### src/sv/ffha_pkg.sv
// Shared types and constants for the first-fit heap allocator.
package ffha_pkg;

   localparam int MaxBlocks   = 64;
   localparam int HeaderBytes = 16;
   localparam int CountW      = $clog2(MaxBlocks + 1);

   localparam logic [26:0] HeapReset = 27'd33554432;
   localparam logic [26:0] HeapLimit = 27'd67108864;

   typedef enum logic [1:0] {
      OP_INIT  = 2'd0,
      OP_ALLOC = 2'd1,
      OP_FREE  = 2'd2,
      OP_NONE  = 2'd3
   } opcode_type;

   typedef enum logic [1:0] {
      ST_OK      = 2'd0,
      ST_ZERO    = 2'd1,
      ST_NOFIT   = 2'd2,
      ST_BADFREE = 2'd3
   } status_type;

   typedef struct packed {
      opcode_type  opcode;
      logic [26:0] request_size;
      logic [25:0] data_offset;
   } req_type;

   typedef struct packed {
      status_type  status;
      logic [25:0] result_offset;
   } rsp_type;

   typedef struct packed {
      logic        valid;
      logic        used;
      logic        tok;
      logic        seen;
      logic [25:0] start;
      logic [26:0] size;
   } cell_state_type;

   localparam int CellW = $bits(cell_state_type);

   typedef enum logic [3:0] {
      CMD_NOP,
      CMD_INIT,
      CMD_SCAN_START,
      CMD_SCAN_STEP,
      CMD_TAKE,
      CMD_SPLIT,
      CMD_MERGE_NEXT,
      CMD_MERGE_PREV,
      CMD_CLEAR_USED
   } cell_cmd_type;

   typedef struct packed {
      cell_cmd_type cmd;
      logic         op_free;
      logic         free_ok;
      logic [27:0]  need;
      logic [25:0]  find;
      logic [26:0]  size_a;
      logic [25:0]  start_b;
      logic [26:0]  size_b;
   } cell_ctl_type;

   typedef enum logic [2:0] {
      S_IDLE,
      S_SCAN,
      S_ALLOC,
      S_FREE_A,
      S_FREE_B,
      S_RESP
   } ctl_state_type;

endpackage

### src/sv/ffha_cell.sv
// One block-table entry of the allocator chain with its search token.
module ffha_cell
   import ffha_pkg::*;
(
   input  logic           clock,
   input  logic           reset,
   input  logic           head,
   input  cell_ctl_type   ctl,
   input  cell_state_type left_st,
   input  cell_state_type right_st,
   output cell_state_type st,
   output logic           match
);

   cell_state_type st_ff, st_in, rst_val;

   assign st = st_ff;

   assign match = st_ff.valid &
      (ctl.op_free ? (st_ff.used & ctl.free_ok & (st_ff.start == ctl.find))
                   : (!st_ff.used & ({1'b0, st_ff.size} >= ctl.need)));

   always_comb begin
      rst_val       = '0;
      rst_val.valid = head;
      rst_val.size  = head ? HeapReset : 27'd0;
   end

   always_comb begin
      st_in = st_ff;
      case (ctl.cmd)
         CMD_INIT: begin
            st_in       = '0;
            st_in.valid = head;
            st_in.size  = head ? ctl.size_a : 27'd0;
         end
         CMD_SCAN_START: begin
            st_in.tok  = head;
            st_in.seen = 1'b0;
         end
         CMD_SCAN_STEP: begin
            st_in.tok  = left_st.tok;
            st_in.seen = st_ff.seen | st_ff.tok;
         end
         CMD_TAKE: begin
            if (st_ff.tok) st_in.used = 1'b1;
         end
         CMD_SPLIT: begin
            if (st_ff.tok) begin
               st_in.used = 1'b1;
               st_in.size = ctl.size_a;
            end else if (left_st.tok) begin
               st_in.valid = 1'b1;
               st_in.used  = 1'b0;
               st_in.start = ctl.start_b;
               st_in.size  = ctl.size_b;
            end else if (!st_ff.seen) begin
               st_in.valid = left_st.valid;
               st_in.used  = left_st.used;
               st_in.start = left_st.start;
               st_in.size  = left_st.size;
            end
         end
         CMD_MERGE_NEXT: begin
            if (st_ff.tok) begin
               st_in.used = 1'b0;
               st_in.size = ctl.size_a;
            end else if (!st_ff.seen) begin
               st_in.valid = right_st.valid;
               st_in.used  = right_st.used;
               st_in.start = right_st.start;
               st_in.size  = right_st.size;
            end
         end
         CMD_MERGE_PREV: begin
            if (right_st.tok) begin
               st_in.size = ctl.size_a;
            end else if (st_ff.tok || !st_ff.seen) begin
               st_in.valid = right_st.valid;
               st_in.used  = right_st.used;
               st_in.start = right_st.start;
               st_in.size  = right_st.size;
            end
         end
         CMD_CLEAR_USED: begin
            if (st_ff.tok) st_in.used = 1'b0;
         end
         default: begin
            st_in = st_ff;
         end
      endcase
   end

   always_ff @(posedge clock) begin
      if (reset) begin
         st_ff <= rst_val;
      end else begin
         st_ff <= st_in;
      end
   end

endmodule

### config.mk
export PLATFORM = sky130hd
export DESIGN_NAME = ffha_cell
export DESIGN_NICKNAME = d
export VERILOG_FILES = /design/src/sv/ffha_pkg.sv /design/src/sv/ffha_cell.sv
export SDC_FILE = /design/constraint.sdc
export NUM_CORES = 1
export LEC_CHECK = 0
export ABC_AREA = 1
export ABC_CLOCK_PERIOD_IN_PS = 2250
export BUFFER_PORTS_ARGS = -buffer_cell sky130_fd_sc_hd__buf_2
export CAP_MARGIN = 0
export CORE_AREA = 2 2 124 126
export CTS_BUF_LIST = sky130_fd_sc_hd__clkbuf_2
export CTS_CLUSTER_SIZE = 40
export DETAILED_ROUTE_END_ITERATION = 8
export DIE_AREA = 0 0 126 128
export GPL_TIMING_DRIVEN = 0
export PLACE_DENSITY_LB_ADDON = 0.08
export SLEW_MARGIN = 20
export SYNTH_ARGS = -nofsm -noshare
export SYNTH_HDL_FRONTEND = slang
export SYNTH_SLANG_ARGS = --single-unit
export TNS_END_PERCENT = 5
### constraint.sdc
create_clock -name clock -period 2.25 [get_ports clock]
set_input_delay 0.225 -clock clock [delete_from_list [all_inputs] [get_ports clock]]
set_output_delay 0.225 -clock clock [all_outputs]
set_load 0.02 [all_outputs]
==> results.json, run 1 <==
{
  "status": "complete, but fails checks",
  "violations": "negative setup slack",
  "cp.required_ps": 2030,
  "largest_reg_flops": 57,
  "mappedNetlistNets": 1121,
  "slew_viol_final": 0,
  "maxSlewHeadroom_pct": 55.13,
  "synth_edf_count": 28,
  "postSynthCellCount": 837,
  "grt_usage_pct": 24.43,
  "synthFlopType": "dfxtp_1",
  "numPortBuffers": 311,
  "clock_path_buffers": 2,
  "worstMarginPinSlew_ps": 670.7,
  "p_leak_nw": 4.027,
  "report.power.total_w": 0.002752,
  "grt_max_degree": 28,
  "die-height_um": 128,
  "post-route-period-util_pct": 111.5,
  "ant_nets": 0,
  "die_w_um": 126,
  "grt_pass1_wl_um": 30560,
  "final-setup-viol-count": 1,
  "ys_types": 35,
  "clkSlewWorstSetupHoldPaths_ps": 180,
  "cts.sinks": 57,
  "dr.first_iter.drc_count": 305,
  "initial_core_util_pct": 34.47,
  "yosys-top-cells-count": "368 x nand2_1, 112 x inv_1, 44 x a21oi_1",
  "avgRoutedWirePerCell_um": 14.90,
  "power_density_nw_per_um2": 386.7,
  "yosysWarnings": 0,
  "synth_area_per_cell_sq_um": 6.121,
  "area_growth_pct": 38.93,
  "fin_ws_ps": -258.0,
  "post-route-drc-count": 0,
  "viasPerCell": 4.689,
  "worst-setup-path-type": "reg -> out",
  "dr_total_vias": 6368,
  "grt_overflow": 0,
  "cts_root_buffer": "clkbuf_2",
  "ir_drop_v": 0.0001757,
  "cts-buffers-inserted": 9,
  "firstDrtPassIters": 7,
  "synth_top_cell_by_area": "nand2_1",
  "grt_pass1_vias": 6071,
  "hold_viol": 0,
  "clkLatencyLatePin_ps": 500,
  "place_area_sq_um": 6918,
  "coreArea_sq_um": 14860,
  "layout.nets": 1448,
  "finalCriticalPeriod_ps": 2508,
  "hp-class": "in -> reg",
  "skew_ps": 19.58,
  "synth_top_area_share_pct": 26.96,
  "dpl.hpwl_um": 16830,
  "path_max_fanout": 2,
  "io_pins": 315,
  "cts_tree": "yes",
  "netlist_area_sq_um": 5124,
  "yosysMostFrequentCell": "nand2_1",
  "synthTopCellsByArea": "nand2_1 27%, edfxtp_1 16%, dfxtp_1 11%",
  "gp_congestion": 0.9016,
  "crit_path_start_kind": "register",
  "crit_arrival_ps": 2280,
  "rows": 45,
  "synthArstFlopShare_pct": 0,
  "drive_gt1_share_pct": 34.47,
  "synth-seq-cells": 57,
  "dieArea_sq_um": 16130,
  "grt_antenna_before_repair": 3,
  "fin_area_sq_um": 7118,
  "drv_cap": 0,
  "rsz0062_at_grt": "yes",
  "h-tree-depth": 3,
  "fmax_ghz": 0.3987,
  "ys_seq_area_share_pct": 27.74,
  "wl_um": 20240,
  "end_kind": "primary output"
}
repair_timing:
item                                    CTS  global route
endpoints found under the setup margin    1             1
endpoints found under the hold margin     4             0
buffers inserted                          0             1
pin swaps                                 1            12
hold buffers                              4             0
resized for setup                         4            12
per-stage QoR:
step	setup TNS, ps	setup WS [ps]	hold WS [ps]	instances	util [%]
after floorplan	0	303.6	404.8	837	-
after global placement	-7807	-290.8	480.1	1336	46.52
after detailed placement	0	136.9	485.9	1336	46.54
after CTS	-285.0	-285.0	0.2314	1356	47.51
after global routing	-421.0	-421.0	12.78	1358	47.89
final	-258.0	-258.0	32.68	1358	47.89
cell families after synthesis:
| group | after synthesis | share of synthesized area [%] |
|---|---|---|
| simple gates | 481 | 39.39 |
| buf+inv | 151 | 11.84 |
| compound gates | 115 | 13.41 |
| flops | 57 | 27.74 |
| fa+ha+maj | 27 | 6.593 |
| xor+xnor | 6 | 1.026 |
routing by layer:
layer | wire length [um] | track usage, %
met5 | 12 | 0
met4 | 448 | 7.692
met3 | 1498 | 5.885
met2 | 10130 | 45.92
met1 | 8143 | 27.08
final cells by class:
type / instances / area [sq um]
sequential: 57 / 1421
multi-input combinational: 629 / 3159
inverter: 119 / 446.7
buffer: 32 / 160.2
tap: 188 / 235.2
clock inverter: 4 / 22.52
timing repair buffer: 316 / 1610
clock buffer: 12 / 60.06
fill: 1664 / 7746
antenna: 1 / 2.502
path summary, 6_finish.rpt:
path                        startpoint  slack [ps]                    to  cells past startpoint
setup / recovery  st[10]$_SDFFCE_PP0P_        -260                 match                     12
hold reg to reg    st[41]$_SDFFE_PP0P_         510   st[41]$_SDFFE_PP0P_                      2
setup reg to reg   st[54]$_SDFFE_PP0P_         490  st[26]$_SDFFCE_PP0P_                      4
hold / removal            right_st[31]          30   st[31]$_SDFFE_PP0P_                      3
power breakdown:
| part | internal, W | leakage (nW) | switching [W] |
|---|---|---|---|
| logic | 0.000416 | 3.43 | 0.000569 |
| clock network | 0.000154 | 0.0617 | 0.000405 |
| registers | 0.00116 | 0.535 | 0.0000466 |
| total | 0.00173 | 4.03 | 0.00102 |
placed cells by master, fill, tap and decap left out, types with 14 or more instances in the layout:
master,netlist,final
a21oi_1,44,43
buf_2,11,321
clkbuf_1,16,16
dfxtp_1,29,29
edfxtp_1,28,28
ha_1,27,25
inv_1,112,112
nand2_1,368,362
nand3_1,26,26
nand4_1,24,24
nor2_1,30,27
o211ai_1,16,16
o21ai_0,15,15
o21ai_1,14,14
or2_2,16,16
critical path, stage by stage, from the launching register on:
cell	delay, ps
edfxtp_1	430
ha_1	350
nand2_4	60
nor2_4	120
nand2_2	70
nor2_2	90
nor2_1	40
nand3_1	120
nand2_1	90
nand2_2	80
nand2_2	60
a21oi_2	150
buf_6	140
Note: power is estimated with default switching activity, not from simulation.
==> run 2: changes to the inputs <==
- ABC_CLOCK_PERIOD_IN_PS: 2250 -> 2840
- clock period: 2.25 -> 2.84 ns (I/O delays scaled with it)
==> run 2 against run 1 <==
  * The run now ends clean
  * Final area decreased by 1.6%
  * Combinational power down 23%
  * Clock power is 21% lower
  * Via count is 0.94% lower
  * Clock skew is 1.9 ps lower
  * Die area is the same
  * Core utilization shrank 0.77 points
  * Critical path depth is the same
  * Wire length is 0.69% lower
  * Worst hold slack improved by 9.6 ps
  * Power decreased by 22%
  * Critical path type unchanged
==> results.json, run 2 (synthesis gave the netlist of run 1 again) <==
{
  "gp_congestion": 0.9016,
  "grt_pass1_vias": 6030,
  "power_switching_share_pct": 36.96,
  "hp-class": "in -> reg",
  "cts_setup_buffers": 0,
  "worstMarginPinSlew_ps": 672.4,
  "dieArea_sq_um": 16130,
  "pwr-share-seq_pct": 44.4,
  "post_cts_resized": 0,
  "worst-setup-path-type": "reg -> out",
  "place_area_sq_um": 6918,
  "grt_max_degree": 28,
  "numPortBuffers": 311,
  "area_growth_pct": 36.68,
  "path_depth": 12,
  "crit_path_start_kind": "register",
  "post-place-cells": 1336,
  "gr-usage-met2_pct": 45.86,
  "fin_area_sq_um": 7003,
  "p_leak_nw": 3.998,
  "path_max_fanout": 3,
  "skew_ps": 17.68,
  "p_int_w": 0.001358,
  "h-tree-depth": 3,
  "dp_slack_ps": 667.9,
  "cts_root_buffer": "clkbuf_2",
  "hold_path_depth": 3,
  "layout.nets": 1443,
  "crit_arrival_ps": 2310,
  "slew_viol_final": 0,
  "dr_total_vias": 6308,
  "grt_antenna_before_repair": 3,
  "finalSetupTns_ps": 0,
  "largest_reg_flops": 57,
  "ant_nets": 0,
  "ir_drop_v": 0.0001388,
  "clock_power_share_pct": 20.6,
  "clkSlewWorstSetupHoldPaths_ps": 180,
  "die-height_um": 128,
  "die_w_um": 126,
  "use_met1_pct": 26.90,
  "grt.busiest_layer": "met2",
  "end_kind": "primary output",
  "clock_path_buffers": 2,
  "combPwrFrac_pct": 35.1,
  "cp_slowest_cell": "edfxtp_1",
  "finalCriticalPeriod_ps": 2597,
  "clkLatencyLatePin_ps": 500,
  "wl_um": 20100,
  "rsz0062_at_grt": "no",
  "grt_pass1_wl_um": 30390,
  "avgRoutedWirePerCell_um": 14.85,
  "slowest_delay_ps": 440,
  "drv_cap": 0,
  "grt_usage_pct": 24.30,
  "postCtsHoldBufs": 0,
  "final_common_cell": "nand2_1",
  "cp.required_ps": 2560,
  "critPathBufInv": 1,
  "maxSlewHeadroom_pct": 55.01,
  "grt_overflow": 0,
  "cts_tree": "yes",
  "reg2reg_depth": 4,
  "fmax_ghz": 0.3851,
  "met3_usage_pct": 5.927,
  "hold_viol": 0,
  "io_pins": 315,
  "status": "complete, no violations",
  "path_cells": "ha_1 -> nand2_1 -> nor2_1 -> nand2_1 -> nor2_1 -> nor2_1 -> nand3_1 -> nand2_1 -> nand2_1 -> nand2_1 -> a21oi_1 -> buf_2",
  "fin_ws_ps": 243.1,
  "final-setup-viol-count": 0,
  "rows": 45,
  "crit_top_cell": "nand2_1",
  "drive_gt1_share_pct": 33.51,
  "post-route-period-util_pct": 91.44,
  "post-route-drc-count": 0,
  "layout_common_cells": "367 x nand2_1, 322 x buf_2, 112 x inv_1",
  "viasPerCell": 4.662,
  "coreArea_sq_um": 14860,
  "r2r-start": "st[54]$_SDFFE_PP0P_",
  "dr.first_iter.drc_count": 319,
  "startpoint": "st[11]$_SDFFCE_PP0P_",
  "switchingPower_w": 0.0007962,
  "power_density_nw_per_um2": 307.6,
  "final_cells": 1353,
  "firstDrtPassIters": 7,
  "hold_start": "right_st[34]",
  "initial_core_util_pct": 34.47,
  "nFillCells": 1674,
  "cpLargestDelayFamily": "simple AND/OR/NAND/NOR gates",
  "dpl.hpwl_um": 16830,
  "cts.sinks": 57,
  "cts-buffers-inserted": 9
}
-- run 2: cell count changes in the layout (fill, tap and decap cells not counted), sizes merged --
cell	change
buf	-1
dlygate4sd3	-4
-- run 2: worst paths after layout --
check	end	slack [ps]
hold / removal	st[34]$_SDFFE_PP0P_	40
hold reg to reg	st[39]$_SDFFE_PP0P_	510
setup / recovery	match	240
setup reg to reg	st[26]$_SDFFCE_PP0P_	1090
-- run 2: final cells by class --
class | count | area, sq um | area share (%)
Buffer | 32 | 160.2 | 2.287
Tap cell | 188 | 235.2 | 3.359
Antenna cell | 1 | 2.502 | 0.03573
Clock buffer | 12 | 60.06 | 0.8576
Sequential cell | 57 | 1421 | 20.30
Clock inverter | 4 | 22.52 | 0.3216
Multi-Input combinational cell | 629 | 3098 | 44.24
Inverter | 119 | 446.7 | 6.378
Timing Repair Buffer | 311 | 1556 | 22.23
-- run 2: layer usage --
metal  vias to the layer above  wire length, um
li1                       3295                -
met1                      2744             8000
met2                       240            10090
met3                        27             1590
met4                         2              399
met5                         -               12
-- run 2: power groups by stage --
stage               sequential, W  clock [W]  combinational, W
global placement         0.000976          0          0.000755
finish                   0.000956   0.000443          0.000755
floorplan                 0.00103          0          0.000354
detailed placement       0.000975          0          0.000759
CTS                      0.000957   0.000458          0.000763
global route             0.000961   0.000500          0.000854
-- run 2: through the flow --
stage / hold WS, ps / utilization, % / total power, W
global route: 32.84 / 47.11 / 0.002315
detailed placement: 485.9 / 46.54 / 0.001734
CTS: 17.31 / 47.10 / 0.002178
finish: 42.32 / 47.11 / 0.002154
global placement: 480.1 / 46.52 / 0.001731
floorplan: 463.8 / - / 0.001382
-- run 2: worst register-to-register path: stages (launching register included) --
cell and delay (ps):
dfxtp_1 470, inv_1 170, nand4_1 130, nand3_1 100
nand2_2 510
==> run 3: changes to the inputs <==
- MAX_ROUTING_LAYER: not set -> met4
==> run 3 against run 2 <==
  * Global-route usage grew 0.68 points
  * Via count shrank 0.14%
  * Worst hold slack gained 15 ps
  * Register-to-register slack barely moved
  * Highest routed layer is now met4
  * Count of clock-buffer cells in the layout did not move
  * Critical path depth did not move
  * Fmax up 0.39%
  * Final area is essentially flat
  * Non-clock buffer count unchanged
  * Combinational power about the same
==> results.json, run 3 (synthesis gave the netlist of run 1 again) <==
{
  "status": "complete, no violations",
  "clkLatencyLatePin_ps": 490,
  "maxSlewHeadroom_pct": 54.97,
  "cts_root_buffer": "clkbuf_2",
  "dr_total_vias": 6299,
  "post-route-drc-count": 0,
  "ant_nets": 0,
  "grt_usage_pct": 24.98,
  "rsz0062_at_grt": "no",
  "wl_um": 20050,
  "cts_setup_buffers": 0,
  "gp_congestion": 0.9170,
  "finalSetupTns_ps": 0,
  "clkSlewWorstSetupHoldPaths_ps": 180,
  "critPathBufInv": 1,
  "postCtsHoldBufs": 0,
  "fmax_ghz": 0.3866,
  "coreArea_sq_um": 14860,
  "largest_reg_flops": 57,
  "area_growth_pct": 36.78,
  "h-tree-depth": 3,
  "grt_overflow": 0,
  "layout.nets": 1443,
  "die-height_um": 128,
  "final_common_cell": "nand2_1",
  "cts_tree": "yes",
  "die_w_um": 126,
  "ir_drop_v": 0.0001387,
  "slowest_delay_ps": 440,
  "grt_max_degree": 28,
  "clock_path_buffers": 2,
  "firstDrtPassIters": 5,
  "report.power.total_w": 0.002147,
  "path_max_fanout": 3,
  "slew_viol_final": 0,
  "nFillCells": 1672,
  "dr.first_iter.drc_count": 351,
  "worst-setup-path-type": "reg -> out",
  "final-setup-viol-count": 0,
  "finalCriticalPeriod_ps": 2587,
  "crit_top_cell": "nand2_1",
  "io_pins": 315,
  "p_leak_nw": 3.998,
  "crit_arrival_ps": 2300,
  "post-route-period-util_pct": 91.08,
  "crit_path_start_kind": "register",
  "hold_viol": 0,
  "cpLargestDelayFamily": "simple AND/OR/NAND/NOR gates",
  "dieArea_sq_um": 16130,
  "initial_core_util_pct": 34.47,
  "worstMarginPinSlew_ps": 673.1,
  "cts-buffers-inserted": 9,
  "r2r_setup_slack_ps": 1090,
  "end_kind": "primary output",
  "skew_ps": 19.22,
  "grt_pass1_vias": 6058,
  "cp.required_ps": 2560,
  "cp_slowest_cell": "edfxtp_1",
  "viasPerCell": 4.649,
  "numPortBuffers": 311,
  "grt_pass1_wl_um": 30280,
  "power_density_nw_per_um2": 306.3,
  "path_cells": "ha_1 -> nand2_1 -> nor2_1 -> nand2_1 -> nor2_1 -> nor2_1 -> nand3_1 -> nand2_1 -> nand2_1 -> nand2_1 -> a21oi_1 -> buf_2",
  "hp-class": "in -> reg",
  "cts.sinks": 57,
  "grt_antenna_before_repair": 3,
  "post_cts_resized": 0,
  "fin_area_sq_um": 7008,
  "drv_cap": 0,
  "avgRoutedWirePerCell_um": 14.79,
  "drive_gt1_share_pct": 33.51,
  "dpl.hpwl_um": 16830,
  "fin_hold_ws_ps": 57.71,
  "place_area_sq_um": 6918,
  "rows": 45,
  "layout_common_cells": "367 x nand2_1, 322 x buf_2, 112 x inv_1"
}
run 3: path summary, 6_finish.rpt:
kind | start | endpoint | cells past startpoint
setup / recovery | st[11]$_SDFFCE_PP0P_ | match | 12
hold reg to reg | st[39]$_SDFFE_PP0P_ | st[39]$_SDFFE_PP0P_ | 2
setup reg to reg | st[54]$_SDFFE_PP0P_ | st[26]$_SDFFCE_PP0P_ | 4
hold / removal | right_st[34] | st[34]$_SDFFE_PP0P_ | 3
run 3: through the flow:
stage,instances,worst slack [ps],utilization [%]
floorplan,837,834.6,-
global placement,1336,240.2,46.52
detailed placement,1336,667.9,46.54
CTS,1352,141.5,47.10
global route,1355,52.62,47.15
finish,1355,253.2,47.15
run 3: area by class of cell:
type,count,area (sq um),area share (%)
inverters,119,446.7,6.374
multi-input cells,629,3098,44.21
diodes,3,7.507,0.1071
clock inverters,4,22.52,0.3214
plain buffers,32,160.2,2.285
repair buffers,311,1556,22.21
well taps,188,235.2,3.357
flip-flops and latches,57,1421,20.28
clock buffers,12,60.06,0.8570
run 3: metal layers:
layer | vias to the layer above | wire (um) | GRT usage (%)
met4 | 0 | 415 | 7.951
met3 | 25 | 1552 | 5.092
met1 | 2729 | 7980 | 27.13
li1 | 3301 | - | -
met2 | 244 | 10100 | 45.73
met5 | - | 0 | -
run 3: worst min-delay path: cells and delay by family:
family / cells / cell delay (ps)
buffers and inverters: 1 / 80
AOI/OAI and AO/OA: 2 / 160
run 3: power breakdown:
group	internal (W)	switching (W)
registers	0.000920	0.0000358
clock network	0.000122	0.000314
logic	0.000315	0.000439
total	0.00136	0.000789
